### src/sv/jddq_pkg.sv
// Shared types and constants for the joystick dead zone and direction quantizer.
// Holds the sequencer state type, register and opcode codes, and the CORDIC arctangent table.
// No dependencies.
package jddq_pkg;

  typedef enum logic [4:0] {
    S_IDLE,
    S_SQX,
    S_SQY,
    S_SQR,
    S_SQD,
    S_DECIDE,
    S_VEC,
    S_DMUL,
    S_DSET,
    S_DIV,
    S_RSET,
    S_ROT,
    S_VEL,
    S_SQRT,
    S_TMX,
    S_TMY,
    S_TFIN,
    S_DONE
  } state_t;

  // Configuration register indexes
  localparam logic [2:0] REG_STICK_RADIUS = 3'd0;
  localparam logic [2:0] REG_DEAD_RADIUS  = 3'd1;
  localparam logic [2:0] REG_DPAD_ENABLE  = 3'd2;
  localparam logic [2:0] REG_SECTOR_COUNT = 3'd3;
  localparam logic [2:0] REG_AUTO_CENTER  = 3'd4;

  // Reset values of the configuration registers
  localparam logic [10:0] STICK_RADIUS_RST = 11'd64;
  localparam logic [10:0] DEAD_RADIUS_RST  = 11'd0;
  localparam logic [4:0]  SECTOR_COUNT_RST = 5'd4;

  // Touch event codes
  localparam logic [1:0] OP_BEGAN   = 2'd0;
  localparam logic [1:0] OP_MOVED   = 2'd1;
  localparam logic [1:0] OP_ENDED   = 2'd2;
  localparam logic [1:0] OP_INVALID = 2'd3;

  // Rotation start value: inverse CORDIC gain in Q2.30
  localparam logic [31:0] CORDIC_INV_GAIN = 32'd652032874;

  // Sector snap divider: dividend width and bit steps
  localparam int DIV_W     = 38;
  localparam int DIV_STEPS = 38;

  // Angle of atan(2^-i) in binary turns (2^32 = full circle)
  function automatic logic [31:0] atan_turn(input logic [4:0] idx);
    logic [31:0] a;
    case (idx)
      5'd0:  a = 32'd536870912;
      5'd1:  a = 32'd316933406;
      5'd2:  a = 32'd167458907;
      5'd3:  a = 32'd85004756;
      5'd4:  a = 32'd42667331;
      5'd5:  a = 32'd21354465;
      5'd6:  a = 32'd10679838;
      5'd7:  a = 32'd5340245;
      5'd8:  a = 32'd2670163;
      5'd9:  a = 32'd1335087;
      5'd10: a = 32'd667544;
      5'd11: a = 32'd333772;
      5'd12: a = 32'd166886;
      5'd13: a = 32'd83443;
      5'd14: a = 32'd41722;
      5'd15: a = 32'd20861;
      5'd16: a = 32'd10430;
      5'd17: a = 32'd5215;
      5'd18: a = 32'd2608;
      5'd19: a = 32'd1304;
      5'd20: a = 32'd652;
      5'd21: a = 32'd326;
      5'd22: a = 32'd163;
      5'd23: a = 32'd81;
      default: a = 32'd0;
    endcase
    return a;
  endfunction

endpackage

### src/sv/joystick_deadzone_direction_quantizer.sv
// Joystick dead zone and direction quantizer, top level.
// Shared CORDIC, multiplier and compare-subtract units under one sequencer.
// Depends on jddq_pkg.
//
// Usage:
//   in_*  : one touch event per transaction (event kind in tuser, position in tdata).
//   out_* : one result per event: accepted flag in tuser, velocity and thumb in tdata.
//   cfg_* : register writes, always ready; write only while the block is idle.
// A rejected event or a point inside the dead radius skips the CORDIC. An analog point
// runs vectoring then rotation; a point clamped to the stick radius also scales the
// thumb by that radius, and in D-pad mode an unclamped point first takes its distance
// by square root. D-pad mode adds the sector snap divider (one quotient bit a cycle).
// The CORDIC step unit does one iteration a cycle, vectoring then rotation; the divider
// and square root are bit-serial. One event is in work at a time; in_tready is high
// only while the sequencer is idle, so the next event is taken only once the previous
// result has been moved to the output register.
// A finished result sits in the output register; the next event is taken meanwhile, and
// its own result waits in the last stage until the receiver has taken the previous one.
// Reset (rst_n low, synchronous) loads register defaults, clears the held velocity and
// thumb to zero and drops any pending result.
module joystick_deadzone_direction_quantizer #(
  parameter int COORD_WIDTH  = 12,
  parameter int CORDIC_STEPS = 16
) (
  input  logic                                     clk,
  input  logic                                     rst_n,
  input  logic                                     in_tvalid,
  output logic                                     in_tready,
  // pos_x, pos_y (COORD_WIDTH bits each, signed), zero padded to bytes
  input  logic [((2*COORD_WIDTH+7)/8)*8-1:0]       in_tdata,
  // opcode
  input  logic [1:0]                               in_tuser,
  output logic                                     out_tvalid,
  input  logic                                     out_tready,
  // vel_x (16), vel_y (16), thumb_x, thumb_y (COORD_WIDTH each), zero padded to bytes
  output logic [((32+2*COORD_WIDTH+7)/8)*8-1:0]    out_tdata,
  // accepted
  output logic                                     out_tuser,
  input  logic                                     cfg_valid,
  output logic                                     cfg_ready,
  input  logic [2:0]                               cfg_addr,
  input  logic [10:0]                              cfg_data
);

  localparam int CW         = COORD_WIDTH;
  localparam int OUT_W      = ((32+2*COORD_WIDTH+7)/8)*8;
  localparam int DIST_W     = (CW + 8 > 19) ? CW + 8 : 19;
  localparam int XY_W       = (CW + 19 > 33) ? CW + 19 : 33;
  localparam int ZW         = 34;
  localparam int PW         = DIST_W + 1 + XY_W;
  localparam int CMP_W      = (2*CW > 22) ? 2*CW : 22;
  localparam int RW         = 2*CW + 16;
  localparam int SRC_W      = (RW > jddq_pkg::DIV_W) ? RW : jddq_pkg::DIV_W;
  localparam int SQ_W       = CW + 12;
  localparam int QW         = (CW + 8 > jddq_pkg::DIV_W) ? CW + 8 : jddq_pkg::DIV_W;
  localparam int SQRT_STEPS = CW + 8;

  localparam logic signed [ZW-1:0] Q_TURN = 34'sd1073741824;
  localparam logic signed [ZW-1:0] H_TURN = 34'sd2147483648;

  // Control state
  jddq_pkg::state_t state_r, state_nxt;
  logic [5:0]       cnt_r, cnt_nxt;
  logic             out_valid_r, out_valid_nxt;
  logic             out_acc_r;
  logic [10:0]      stick_r, dead_r;
  logic             dpad_r, auto_r;
  logic [4:0]       sector_r;
  logic signed [15:0]   last_vel_x_r, last_vel_y_r;
  logic signed [CW-1:0] last_thumb_x_r, last_thumb_y_r;

  // Datapath registers
  logic [1:0]            op_r;
  logic signed [CW-1:0]  px_r, py_r;
  logic [CMP_W-1:0]      dsq_r, rsq_r;
  logic signed [PW-1:0]  prod_r;
  logic signed [XY_W-1:0] x_r, y_r;
  logic signed [ZW-1:0]  z_r;
  logic                  flip_r, clamped_r;
  logic [31:0]           t_r;
  logic [SQ_W-1:0]       rem_r;
  logic [QW-1:0]         quo_r;
  logic [SRC_W-1:0]      src_r;
  logic                  res_acc_r;
  logic signed [15:0]    res_vel_x_r, res_vel_y_r;
  logic signed [CW-1:0]  res_thumb_x_r, res_thumb_y_r;

  // Handshake and control decode
  logic in_fire, commit, reject, in_dead;
  logic vec_last, div_last, sqrt_last;

  // Shared units
  logic [CW-1:0]           ax, ay;
  logic [4:0]              n_eff;
  logic signed [DIST_W:0]  mul_a;
  logic signed [XY_W-1:0]  mul_b;
  logic signed [PW-1:0]    prod_nxt;
  logic [4:0]              sh;
  logic signed [XY_W-1:0]  xs, ys, x_step, y_step;
  logic signed [ZW-1:0]    at, z_step;
  logic                    s_pos;
  logic                    is_div;
  logic [SQ_W-1:0]         rem_sh, trial, rem_step;
  logic                    ge;
  logic [QW-1:0]           quo_step;
  logic [SRC_W-1:0]        src_step;
  logic [jddq_pkg::DIV_W-1:0] snap_rnd, dividend;
  logic signed [ZW-1:0]    zt;
  logic signed [CW+15:0]   xw, yw;
  logic [DIST_W-1:0]       radial_len;

  function automatic logic [15:0] vel_of(input logic signed [XY_W-1:0] c);
    logic signed [XY_W:0] s;
    s = (XY_W+1)'(c) + (XY_W+1)'(32768);
    s = s >>> 16;
    if (s > (XY_W+1)'(16384)) begin
      return 16'sd16384;
    end else if (s < -((XY_W+1)'(16384))) begin
      return -16'sd16384;
    end
    return s[15:0];
  endfunction

  // Round half away from zero after dropping 38 fraction bits, saturate to CW bits
  function automatic logic [CW-1:0] thumb_of(input logic signed [PW-1:0] p);
    logic [PW-1:0]  mag;
    logic [PW:0]    rnd;
    logic [PW-38:0] v;
    logic [PW-38:0] lim;
    mag = p[PW-1] ? PW'(-p) : PW'(p);
    rnd = (PW+1)'(mag) + (PW+1)'({1'b1, 37'd0});
    v   = rnd[PW:38];
    lim = (PW-37)'(1) << (CW-1);
    if (!p[PW-1]) begin
      if (v > lim - (PW-37)'(1)) begin
        return {1'b0, {(CW-1){1'b1}}};
      end
      return v[CW-1:0];
    end
    if (v > lim) begin
      return {1'b1, {(CW-1){1'b0}}};
    end
    return -v[CW-1:0];
  endfunction

  // Decode
  assign in_fire   = in_tvalid && in_tready;
  assign commit    = !out_valid_r || out_tready;
  assign reject    = (op_r == jddq_pkg::OP_INVALID) ||
                     ((op_r == jddq_pkg::OP_BEGAN) && (dsq_r > rsq_r));
  assign in_dead   = dsq_r <= CMP_W'(prod_r);
  assign vec_last  = cnt_r == 6'(CORDIC_STEPS - 1);
  assign div_last  = cnt_r == 6'(jddq_pkg::DIV_STEPS - 1);
  assign sqrt_last = cnt_r == 6'(SQRT_STEPS - 1);

  assign ax    = px_r[CW-1] ? CW'(-px_r) : CW'(px_r);
  assign ay    = py_r[CW-1] ? CW'(-py_r) : CW'(py_r);
  assign n_eff = (sector_r == 5'd0) ? 5'd1 : sector_r;
  assign radial_len = clamped_r ? DIST_W'({stick_r, 8'd0})
                                : DIST_W'(quo_r[SQRT_STEPS-1:0]);

  // Shared multiplier operand select
  always_comb begin
    mul_a = '0;
    mul_b = '0;
    case (state_r)
      jddq_pkg::S_SQX: begin
        mul_a = $signed({1'b0, DIST_W'(ax)});
        mul_b = $signed(XY_W'(ax));
      end
      jddq_pkg::S_SQY: begin
        mul_a = $signed({1'b0, DIST_W'(ay)});
        mul_b = $signed(XY_W'(ay));
      end
      jddq_pkg::S_SQR: begin
        mul_a = $signed({1'b0, DIST_W'(stick_r)});
        mul_b = $signed(XY_W'(stick_r));
      end
      jddq_pkg::S_SQD: begin
        mul_a = $signed({1'b0, DIST_W'(dead_r)});
        mul_b = $signed(XY_W'(dead_r));
      end
      jddq_pkg::S_DMUL: begin
        mul_a = $signed({1'b0, DIST_W'(n_eff)});
        mul_b = $signed(XY_W'(t_r));
      end
      jddq_pkg::S_TMX: begin
        mul_a = $signed({1'b0, radial_len});
        mul_b = x_r;
      end
      jddq_pkg::S_TMY: begin
        mul_a = $signed({1'b0, radial_len});
        mul_b = y_r;
      end
      default: begin
        mul_a = '0;
        mul_b = '0;
      end
    endcase
  end

  assign prod_nxt = mul_a * mul_b;

  // Shared CORDIC step: vectoring steers by the sign of y, rotation by the sign of z
  assign sh     = cnt_r[4:0];
  assign xs     = x_r >>> sh;
  assign ys     = y_r >>> sh;
  assign at     = $signed({2'b00, jddq_pkg::atan_turn(sh)});
  assign s_pos  = (state_r == jddq_pkg::S_VEC) ? y_r[XY_W-1] : !z_r[ZW-1];
  assign x_step = s_pos ? x_r - ys : x_r + ys;
  assign y_step = s_pos ? y_r + xs : y_r - xs;
  assign z_step = s_pos ? z_r - at : z_r + at;

  // Shared compare-subtract: restoring divider (one bit) or square root (two bits)
  assign is_div   = state_r == jddq_pkg::S_DIV;
  assign rem_sh   = is_div ? {rem_r[SQ_W-2:0], src_r[SRC_W-1]}
                           : {rem_r[SQ_W-3:0], src_r[SRC_W-1 -: 2]};
  assign trial    = is_div ? SQ_W'(n_eff) : {quo_r[SQ_W-3:0], 2'b01};
  assign ge       = rem_sh >= trial;
  assign rem_step = ge ? rem_sh - trial : rem_sh;
  assign quo_step = {quo_r[QW-2:0], ge};
  assign src_step = is_div ? src_r << 1 : src_r << 2;

  // Sector snap: k = round(t * n / 2^32), dividend = k * 2^32 + n / 2
  assign snap_rnd = prod_r[jddq_pkg::DIV_W-1:0] + jddq_pkg::DIV_W'({1'b1, 31'd0});
  assign dividend = {snap_rnd[jddq_pkg::DIV_W-1:32], 32'd0} +
                    jddq_pkg::DIV_W'(n_eff >> 1);

  assign zt = $signed({{2{t_r[31]}}, t_r});
  assign xw = {px_r, 16'd0};
  assign yw = {py_r, 16'd0};

  // Next state
  always_comb begin
    state_nxt = state_r;
    case (state_r)
      jddq_pkg::S_IDLE:   if (in_fire) state_nxt = jddq_pkg::S_SQX;
      jddq_pkg::S_SQX:    state_nxt = jddq_pkg::S_SQY;
      jddq_pkg::S_SQY:    state_nxt = jddq_pkg::S_SQR;
      jddq_pkg::S_SQR:    state_nxt = jddq_pkg::S_SQD;
      jddq_pkg::S_SQD:    state_nxt = jddq_pkg::S_DECIDE;
      jddq_pkg::S_DECIDE: begin
        state_nxt = (reject || in_dead) ? jddq_pkg::S_DONE : jddq_pkg::S_VEC;
      end
      jddq_pkg::S_VEC: begin
        if (vec_last) state_nxt = dpad_r ? jddq_pkg::S_DMUL : jddq_pkg::S_RSET;
      end
      jddq_pkg::S_DMUL:   state_nxt = jddq_pkg::S_DSET;
      jddq_pkg::S_DSET:   state_nxt = jddq_pkg::S_DIV;
      jddq_pkg::S_DIV:    if (div_last) state_nxt = jddq_pkg::S_RSET;
      jddq_pkg::S_RSET:   state_nxt = jddq_pkg::S_ROT;
      jddq_pkg::S_ROT:    if (vec_last) state_nxt = jddq_pkg::S_VEL;
      jddq_pkg::S_VEL: begin
        if (clamped_r && stick_r == 11'd0) begin
          state_nxt = jddq_pkg::S_DONE;
        end else if (!clamped_r && !dpad_r) begin
          state_nxt = jddq_pkg::S_DONE;
        end else if (clamped_r) begin
          state_nxt = jddq_pkg::S_TMX;
        end else begin
          state_nxt = jddq_pkg::S_SQRT;
        end
      end
      jddq_pkg::S_SQRT:   if (sqrt_last) state_nxt = jddq_pkg::S_TMX;
      jddq_pkg::S_TMX:    state_nxt = jddq_pkg::S_TMY;
      jddq_pkg::S_TMY:    state_nxt = jddq_pkg::S_TFIN;
      jddq_pkg::S_TFIN:   state_nxt = jddq_pkg::S_DONE;
      jddq_pkg::S_DONE:   if (commit) state_nxt = jddq_pkg::S_IDLE;
      default:            state_nxt = jddq_pkg::S_IDLE;
    endcase
  end

  // Handshake outputs and control next values
  always_comb begin
    in_tready = state_r == jddq_pkg::S_IDLE;
    cfg_ready = 1'b1;
    cnt_nxt   = (state_nxt != state_r) ? 6'd0 : cnt_r + 6'd1;
    out_valid_nxt = out_valid_r;
    if (out_tready) begin
      out_valid_nxt = 1'b0;
    end
    if (state_r == jddq_pkg::S_DONE && commit) begin
      out_valid_nxt = 1'b1;
    end
  end

  assign out_tvalid = out_valid_r;
  assign out_tuser  = out_acc_r;
  assign out_tdata  = OUT_W'({last_thumb_y_r, last_thumb_x_r, last_vel_y_r, last_vel_x_r});

  // Control registers, configuration and held result
  always_ff @(posedge clk) begin
    if (!rst_n) begin
      state_r        <= jddq_pkg::S_IDLE;
      cnt_r          <= '0;
      out_valid_r    <= 1'b0;
      out_acc_r      <= 1'b0;
      stick_r        <= jddq_pkg::STICK_RADIUS_RST;
      dead_r         <= jddq_pkg::DEAD_RADIUS_RST;
      dpad_r         <= 1'b0;
      sector_r       <= jddq_pkg::SECTOR_COUNT_RST;
      auto_r         <= 1'b0;
      last_vel_x_r   <= '0;
      last_vel_y_r   <= '0;
      last_thumb_x_r <= '0;
      last_thumb_y_r <= '0;
    end else begin
      state_r     <= state_nxt;
      cnt_r       <= cnt_nxt;
      out_valid_r <= out_valid_nxt;
      if (cfg_valid && cfg_ready) begin
        case (cfg_addr)
          jddq_pkg::REG_STICK_RADIUS: stick_r  <= cfg_data;
          jddq_pkg::REG_DEAD_RADIUS:  dead_r   <= cfg_data;
          jddq_pkg::REG_DPAD_ENABLE:  dpad_r   <= cfg_data[0];
          jddq_pkg::REG_SECTOR_COUNT: sector_r <= cfg_data[4:0];
          jddq_pkg::REG_AUTO_CENTER:  auto_r   <= cfg_data[0];
          default: ;
        endcase
      end
      // Publish the result; a rejected event keeps the held velocity and thumb
      if (state_r == jddq_pkg::S_DONE && commit) begin
        out_acc_r <= res_acc_r;
        if (res_acc_r) begin
          last_vel_x_r   <= res_vel_x_r;
          last_vel_y_r   <= res_vel_y_r;
          last_thumb_x_r <= res_thumb_x_r;
          last_thumb_y_r <= res_thumb_y_r;
        end
      end
    end
  end

  // Datapath
  always_ff @(posedge clk) begin
    prod_r <= prod_nxt;
    case (state_r)
      jddq_pkg::S_IDLE: begin
        if (in_fire) begin
          op_r <= in_tuser;
          if (in_tuser == jddq_pkg::OP_ENDED && auto_r) begin
            px_r <= '0;
            py_r <= '0;
          end else begin
            px_r <= in_tdata[CW-1:0];
            py_r <= in_tdata[2*CW-1:CW];
          end
        end
      end
      jddq_pkg::S_SQY: dsq_r <= CMP_W'(prod_r);
      jddq_pkg::S_SQR: dsq_r <= dsq_r + CMP_W'(prod_r);
      jddq_pkg::S_SQD: rsq_r <= CMP_W'(prod_r);
      jddq_pkg::S_DECIDE: begin
        res_acc_r     <= !reject;
        clamped_r     <= dsq_r > rsq_r;
        res_vel_x_r   <= '0;
        res_vel_y_r   <= '0;
        res_thumb_x_r <= px_r;
        res_thumb_y_r <= py_r;
        // Start vectoring in the right half plane
        if (px_r[CW-1]) begin
          x_r <= -XY_W'(xw);
          y_r <= -XY_W'(yw);
          z_r <= H_TURN;
        end else begin
          x_r <= XY_W'(xw);
          y_r <= XY_W'(yw);
          z_r <= '0;
        end
      end
      jddq_pkg::S_VEC: begin
        x_r <= x_step;
        y_r <= y_step;
        z_r <= z_step;
        if (vec_last) t_r <= z_step[31:0];
      end
      jddq_pkg::S_DSET: begin
        rem_r <= '0;
        quo_r <= '0;
        src_r <= SRC_W'(dividend) << (SRC_W - jddq_pkg::DIV_W);
      end
      jddq_pkg::S_DIV: begin
        rem_r <= rem_step;
        quo_r <= quo_step;
        src_r <= src_step;
        if (div_last) t_r <= quo_step[31:0];
      end
      jddq_pkg::S_RSET: begin
        x_r <= $signed(XY_W'(jddq_pkg::CORDIC_INV_GAIN));
        y_r <= '0;
        // Fold the angle into the right half plane, negate the result at the end
        if (zt > Q_TURN) begin
          z_r    <= zt - H_TURN;
          flip_r <= 1'b1;
        end else if (zt < -Q_TURN) begin
          z_r    <= zt + H_TURN;
          flip_r <= 1'b1;
        end else begin
          z_r    <= zt;
          flip_r <= 1'b0;
        end
      end
      jddq_pkg::S_ROT: begin
        z_r <= z_step;
        if (vec_last && flip_r) begin
          x_r <= -x_step;
          y_r <= -y_step;
        end else begin
          x_r <= x_step;
          y_r <= y_step;
        end
      end
      jddq_pkg::S_VEL: begin
        if (clamped_r && stick_r == 11'd0) begin
          res_vel_x_r   <= '0;
          res_vel_y_r   <= '0;
          res_thumb_x_r <= '0;
          res_thumb_y_r <= '0;
        end else begin
          res_vel_x_r <= vel_of(x_r);
          res_vel_y_r <= vel_of(y_r);
        end
        rem_r <= '0;
        quo_r <= '0;
        src_r <= SRC_W'({dsq_r[2*CW-1:0], 16'd0}) << (SRC_W - RW);
      end
      jddq_pkg::S_SQRT: begin
        rem_r <= rem_step;
        quo_r <= quo_step;
        src_r <= src_step;
      end
      jddq_pkg::S_TMY:  res_thumb_x_r <= thumb_of(prod_r);
      jddq_pkg::S_TFIN: res_thumb_y_r <= thumb_of(prod_r);
      default: ;
    endcase
  end

`ifndef ASSERT_OFF
  a_reset_idle: assert property (@(posedge clk)
    !rst_n |=> (state_r == jddq_pkg::S_IDLE && !out_valid_r))
    else $error("sequencer not idle after reset");

  a_accept_starts: assert property (@(posedge clk) disable iff (!rst_n)
    in_fire |=> state_r == jddq_pkg::S_SQX)
    else $error("accepted event did not start the sequence");

  a_reject_holds: assert property (@(posedge clk) disable iff (!rst_n)
    (state_r == jddq_pkg::S_DONE && commit && !res_acc_r) |=>
      ($stable(last_vel_x_r) && $stable(last_vel_y_r) &&
       $stable(last_thumb_x_r) && $stable(last_thumb_y_r)))
    else $error("rejected event changed the held result");

  a_cordic_count: assert property (@(posedge clk) disable iff (!rst_n)
    (state_r == jddq_pkg::S_VEC || state_r == jddq_pkg::S_ROT) |->
      cnt_r < 6'(CORDIC_STEPS))
    else $error("CORDIC step count overrun");

  a_vel_range: assert property (@(posedge clk) disable iff (!rst_n)
    out_valid_r |-> (last_vel_x_r <= 16'sd16384 && last_vel_x_r >= -16'sd16384 &&
                     last_vel_y_r <= 16'sd16384 && last_vel_y_r >= -16'sd16384))
    else $error("velocity outside unit range");
`endif

endmodule
### config.mk
export PLATFORM = sky130hd
export DESIGN_NAME = joystick_deadzone_direction_quantizer
export DESIGN_NICKNAME = d
export VERILOG_FILES = /design/src/sv/jddq_pkg.sv /design/src/sv/joystick_deadzone_direction_quantizer.sv
export SDC_FILE = /design/constraint.sdc
export NUM_CORES = 2
export LEC_CHECK = 0
export BUFFER_PORTS_ARGS = -buffer_cell sky130_fd_sc_hd__clkbuf_2
export CAP_MARGIN = 20
export CORE_MARGIN = 2
export CORE_UTILIZATION = 35
export CTS_BUF_LIST = sky130_fd_sc_hd__clkbuf_8
export DETAILED_ROUTE_END_ITERATION = 6
export MAX_ROUTING_LAYER = met4
export SLEW_MARGIN = 40
export SYNTH_ARGS = -nofsm -noshare
export SYNTH_HDL_FRONTEND = slang
export SYNTH_SLANG_ARGS = --single-unit
### constraint.sdc
create_clock -name clk -period 13.1 [get_ports clk]
set_input_delay 1.31 -clock clk [delete_from_list [all_inputs] [get_ports clk]]
set_output_delay 1.31 -clock clk [all_outputs]
set_load 0.05 [all_outputs]
==> run summary <==
The flow ran to the end, but the final reports show violations. The checks that failed: design-rule violations. Data on the critical path arrives at its endpoint at 11.74 ns. The final-report max-slew violation count was 0.

The number of detailed-routing iterations run before antenna repair came out at 7. Class of the tightest hold or removal check: reg2reg. The tools report the worst slew margin relative to its limit as 36.1%. The buffer type at the clock tree root was sky130_fd_sc_hd__clkbuf_8. Across the routed clock network, the largest skew measured is 0.0517 ns.

The initial utilization of the core area, before any placement, comes to 35.3%. The number of port buffers was 103; the adder-cell share of the synthesized area was 27.3%. For this block, the routed nets add up to 240000 um of wire.

The number of failing hold endpoints at the final stage came out at 0. STA classifies the critical path startpoint as a register. The tools report the final estimated routing congestion in global placement as 1.02.

Setup repair after global routing left no endpoint under its margin. After synthesis the netlist holds a flip-flop and latch count of 539. For this run, the number of Yosys warnings is 0. The library cell used most frequently in the layout, excluding fill and tap cells, is sky130_fd_sc_hd__nand2_1. The power per cell area was 89.5 mW/mm2. In this run the worst setup path terminates at prod_r[51]$_DFF_P_. The count of nets left with antenna violations once routing finished came out at 0.

At the pin with the least slew margin, the transition time is 0.959 ns. For this run, the slowest stage of the critical path takes 0.70 ns. The class of the most critical setup path was reg2reg. Global routing used 26.2% of the available tracks across all layers. The number of maximum-capacitance violations is 0.

The run gives 0.86 ns as the source-to-sink clock delay at the later pin of the worst-skew pair. The worst path setup slack after routing is 2.11 ns, and the parity-gate share of the synthesized area counting xor and xnor cells is 5.52%. The synthesized netlist occupies a cell area of 0.0645 mm2. The synthesized netlist devotes 17.4% of its cell area to simple gates. After the last flow step, the layout net total stands at 8511. The detailed router's first-iteration violation count is 5183, and the synthesized netlist cell count is 7495.

The horizontal extent of the die is 433 um. Counting the fill cells in the layout gives 18600. In this run the cell area measured after placement is 0.0680 mm2. The number of different library cells used by synthesis comes to 104. The largest vdd supply drop was 0.0871 mV. Of all flip-flops after synthesis, the portion carrying an async set or reset was 0%.

Each instance of the synthesized netlist takes up on average 8.61 um2. Leaving out fill and tap cells, the most frequent cells in the layout are sky130_fd_sc_hd__nand2_1 (1081), sky130_fd_sc_hd__inv_1 (1020), sky130_fd_sc_hd__nor2_1 (672), sky130_fd_sc_hd__fa_1 (657), sky130_fd_sc_hd__a21oi_1 (374). Of the cells placed in the final design, the portion with a size suffix greater than 1 is 8.23%. The tools report the static leakage power as 29.6 nW. STA classifies the critical path endpoint as a register. The number of cells on the worst reg-to-reg path is 36. Of all nets on the critical path, the largest fanout is 13. The logs give 0 for the count of hold-fix buffers inserted at cts and 2.25 ns for the worst slack at placement. The tools report the largest net degree at the start of global routing as 79. In the final layout, flip-flops and latches occupy 0.0144 mm2. TritonCTS built the clock tree. The H-tree was split into 3 levels. The area growth from synthesis to layout is 9.04%. In the synthesized netlist the dominant register cell turns out to be sky130_fd_sc_hd__edfxtp_1. After clock tree synthesis, the repair step resized 0 gates.

For the floorplan die area, the log shows 0.188 mm2. The total via count after detailed routing came out at 56200. 105 I/O pins were placed. In the final layout, the multi-input gates occupy 0.0453 mm2. The final critical-path share of the clock period came out at 83.9%.

The worst register-to-register path begins at py_r[2]$_SDFFCE_PP0P_. The share of the yosys chip area belonging to registers is 22.3%. By area, the combinational part of the netlist is dominated by adder cells. The run gives 20 as the number of antenna violations at the first check in global routing.

The number of buffers created by CTS came out at 98. The clock sink total is 539. Reg-to-reg setup timing slack: 2.11 ns. On the critical path, the stage with the largest delay is an instance of sky130_fd_sc_hd__a211oi_1. The run gives 2 as the count of unresolved DRC violations after routing. Summing the areas of all compound-gate instances in the mapped netlist gives 14.1% of the synthesized area. The end of the worst register-to-register path was prod_r[51]$_DFF_P_. The via count of the first global-routing pass was 55500; the clock-pin slew of the registers on the worst-case setup and hold paths was 0.07 ns. After detailed routing, the number of vias per cell comes to 5.62.

The first global-routing pass estimated 360000 um of wire. The post-layout minimum cycle time is 10.99 ns, and the average wire length per cell after detail routing is 24.0 um. The synthesized net count was 8551; the number of flops mapped to enable cells by yosys was 357. Tracing the worst setup path back leads to its startpoint at py_r[2]$_SDFFCE_PP0P_. After routing the design area is 0.0704 mm2. Measured against the total synthesized area, the mux share comes to 5.37%.

The longest clock path from root to sink contains 3 buffers. The logs give 0.183 mm2 for the core area and 0 for the overall overflow remaining after global route. The logs give 0 for the final setup violation count and 0 ns for the sum of negative setup slack.

Post-CTS timing repair inserted 0 buffers for setup. Final hold analysis gives a worst-case slack of 0.454 ns. Die outline height: 433 um. Total power for the finished layout comes to 6.30 mW.

The logs give 13.85 ns for the required time at the worst-slack endpoint and 190000 um for the HPWL after detailed placement. The timing-limited maximum frequency was 91.0 MHz; the row count was 157.
synthesized netlist by cell type (38+ instances only):
cell / n / area share [%]
sky130_fd_sc_hd__nand2_1: 1086 / 6.3
sky130_fd_sc_hd__a21oi_1: 380 / 2.9
sky130_fd_sc_hd__clkbuf_1: 309 / 1.8
sky130_fd_sc_hd__mux4_2: 61 / 2.1
sky130_fd_sc_hd__nor2b_1: 40 / 0.39
sky130_fd_sc_hd__mux2_2: 41 / 0.72
sky130_fd_sc_hd__o211ai_1: 46 / 0.54
sky130_fd_sc_hd__nor2_1: 684 / 4.0
sky130_fd_sc_hd__and2_1: 105 / 1.0
sky130_fd_sc_hd__fa_1: 658 / 20
sky130_fd_sc_hd__nand2b_1: 57 / 0.55
sky130_fd_sc_hd__nand3_1: 113 / 0.88
sky130_fd_sc_hd__a21o_1: 72 / 0.84
sky130_fd_sc_hd__o21a_1: 67 / 0.78
sky130_fd_sc_hd__nor4_1: 41 / 0.40
sky130_fd_sc_hd__o21ai_0: 303 / 2.3
sky130_fd_sc_hd__edfxtp_1: 357 / 17
sky130_fd_sc_hd__o21ai_1: 38 / 0.29
sky130_fd_sc_hd__inv_1: 995 / 5.8
sky130_fd_sc_hd__dfxtp_1: 182 / 5.6
sky130_fd_sc_hd__xnor2_1: 255 / 3.5
sky130_fd_sc_hd__ha_1: 353 / 6.8
sky130_fd_sc_hd__nor3_1: 110 / 0.85
sky130_fd_sc_hd__a31oi_1: 58 / 0.56
sky130_fd_sc_hd__mux2i_1: 150 / 2.3
sky130_fd_sc_hd__and3_1: 43 / 0.42
sky130_fd_sc_hd__nand4_1: 43 / 0.42
sky130_fd_sc_hd__xor2_1: 149 / 2.0
cell type report:
| type | instances | share of cell area, % |
|---|---|---|
| flip-flops and latches | 539 | 20.4 |
| inverters | 999 | 5.33 |
| well taps | 2464 | 4.38 |
| multi-input cells | 5585 | 64.4 |
| clock buffers | 118 | 2.31 |
| clock inverters | 68 | 0.884 |
| diodes | 10 | 0.0356 |
| repair buffers | 232 | 2.25 |
where the power goes:
part / total (mW) / leakage [nW] / internal [mW] / switching, mW
Combinational: 2.41 / 23.7 / 0.893 / 1.51
Sequential: 2.04 / 4.68 / 1.92 / 0.119
Clock: 1.86 / 1.24 / 1.03 / 0.830
Total: 6.30 / 29.6 / 3.84 / 2.46
metal layers:
| layer | vias to the layer above | track usage, % | part of all wire, % |
|---|---|---|---|
| met5 | - | - | 0 |
| met4 | 0 | 12.4 | 5.3 |
| met3 | 588 | 5.29 | 8.6 |
| met2 | 2520 | 40.0 | 45 |
| met1 | 28000 | 33.3 | 41 |
| li1 | 25200 | - | - |
stage by stage:
step	std cells	utilization [%]
2_1_floorplan	7495	-
3_3_place_gp	9806	37.0
3_5_place_dp	9815	37.1
4_1_cts	10000	38.3
5_1_grt	10000	38.4
6_report	10000	38.4
flip-flops by register name, summed over array words and instances, names as in the netlist, 24 cells and up:
signal	cells
dsq_r	24
src_r	38
x_r	33
quo_r	31
at	30
t_r	32
z_r	34
y_r	33
rsq_r	24
prod_r	54
kinds of logic (layout without fill, tap and decap cells):
family	Yosys count	after routing
AO/OA/AOI/OAI	1406	1406
XOR/XNOR	405	405
adder cells (fa/ha/maj)	1011	1011
buffers and inverters	1371	1417
flip-flops	539	539
multiplexers	257	257
other	1	11
AND/OR/NAND/NOR	2505	2505
worst max-delay path: cells and delay by family (launching register included):
family                     cells  cell delay [ns]
adders and majority gates      8             3.84
and+or+nand+nor                7             1.94
buffers and inverters          7             0.37
AOI/OAI and AO/OA             12             3.90
DFF                            1             0.50
xor gates and xnor gates       2             0.29
how the worst min path moves through the flow:
stage                                       start                            end  slack, ns  depth (start not counted)
finish               last_vel_x_r[8]$_SDFFE_PN0P_   last_vel_x_r[8]$_SDFFE_PN0P_       0.45                          2
detailed placement  last_vel_x_r[13]$_SDFFE_PN0P_  last_vel_x_r[13]$_SDFFE_PN0P_       0.45                          2
floorplan                  dead_r[3]$_SDFFE_PN0P_         dead_r[3]$_SDFFE_PN0P_       0.44                          2
global placement    last_vel_x_r[11]$_SDFFE_PN0P_  last_vel_x_r[11]$_SDFFE_PN0P_       0.44                          2
global route         last_vel_y_r[1]$_SDFFE_PN0P_   last_vel_y_r[1]$_SDFFE_PN0P_       0.47                          2
CTS                  last_vel_y_r[7]$_SDFFE_PN0P_   last_vel_y_r[7]$_SDFFE_PN0P_       0.46                          2
(Power assumes the default switching activity.)
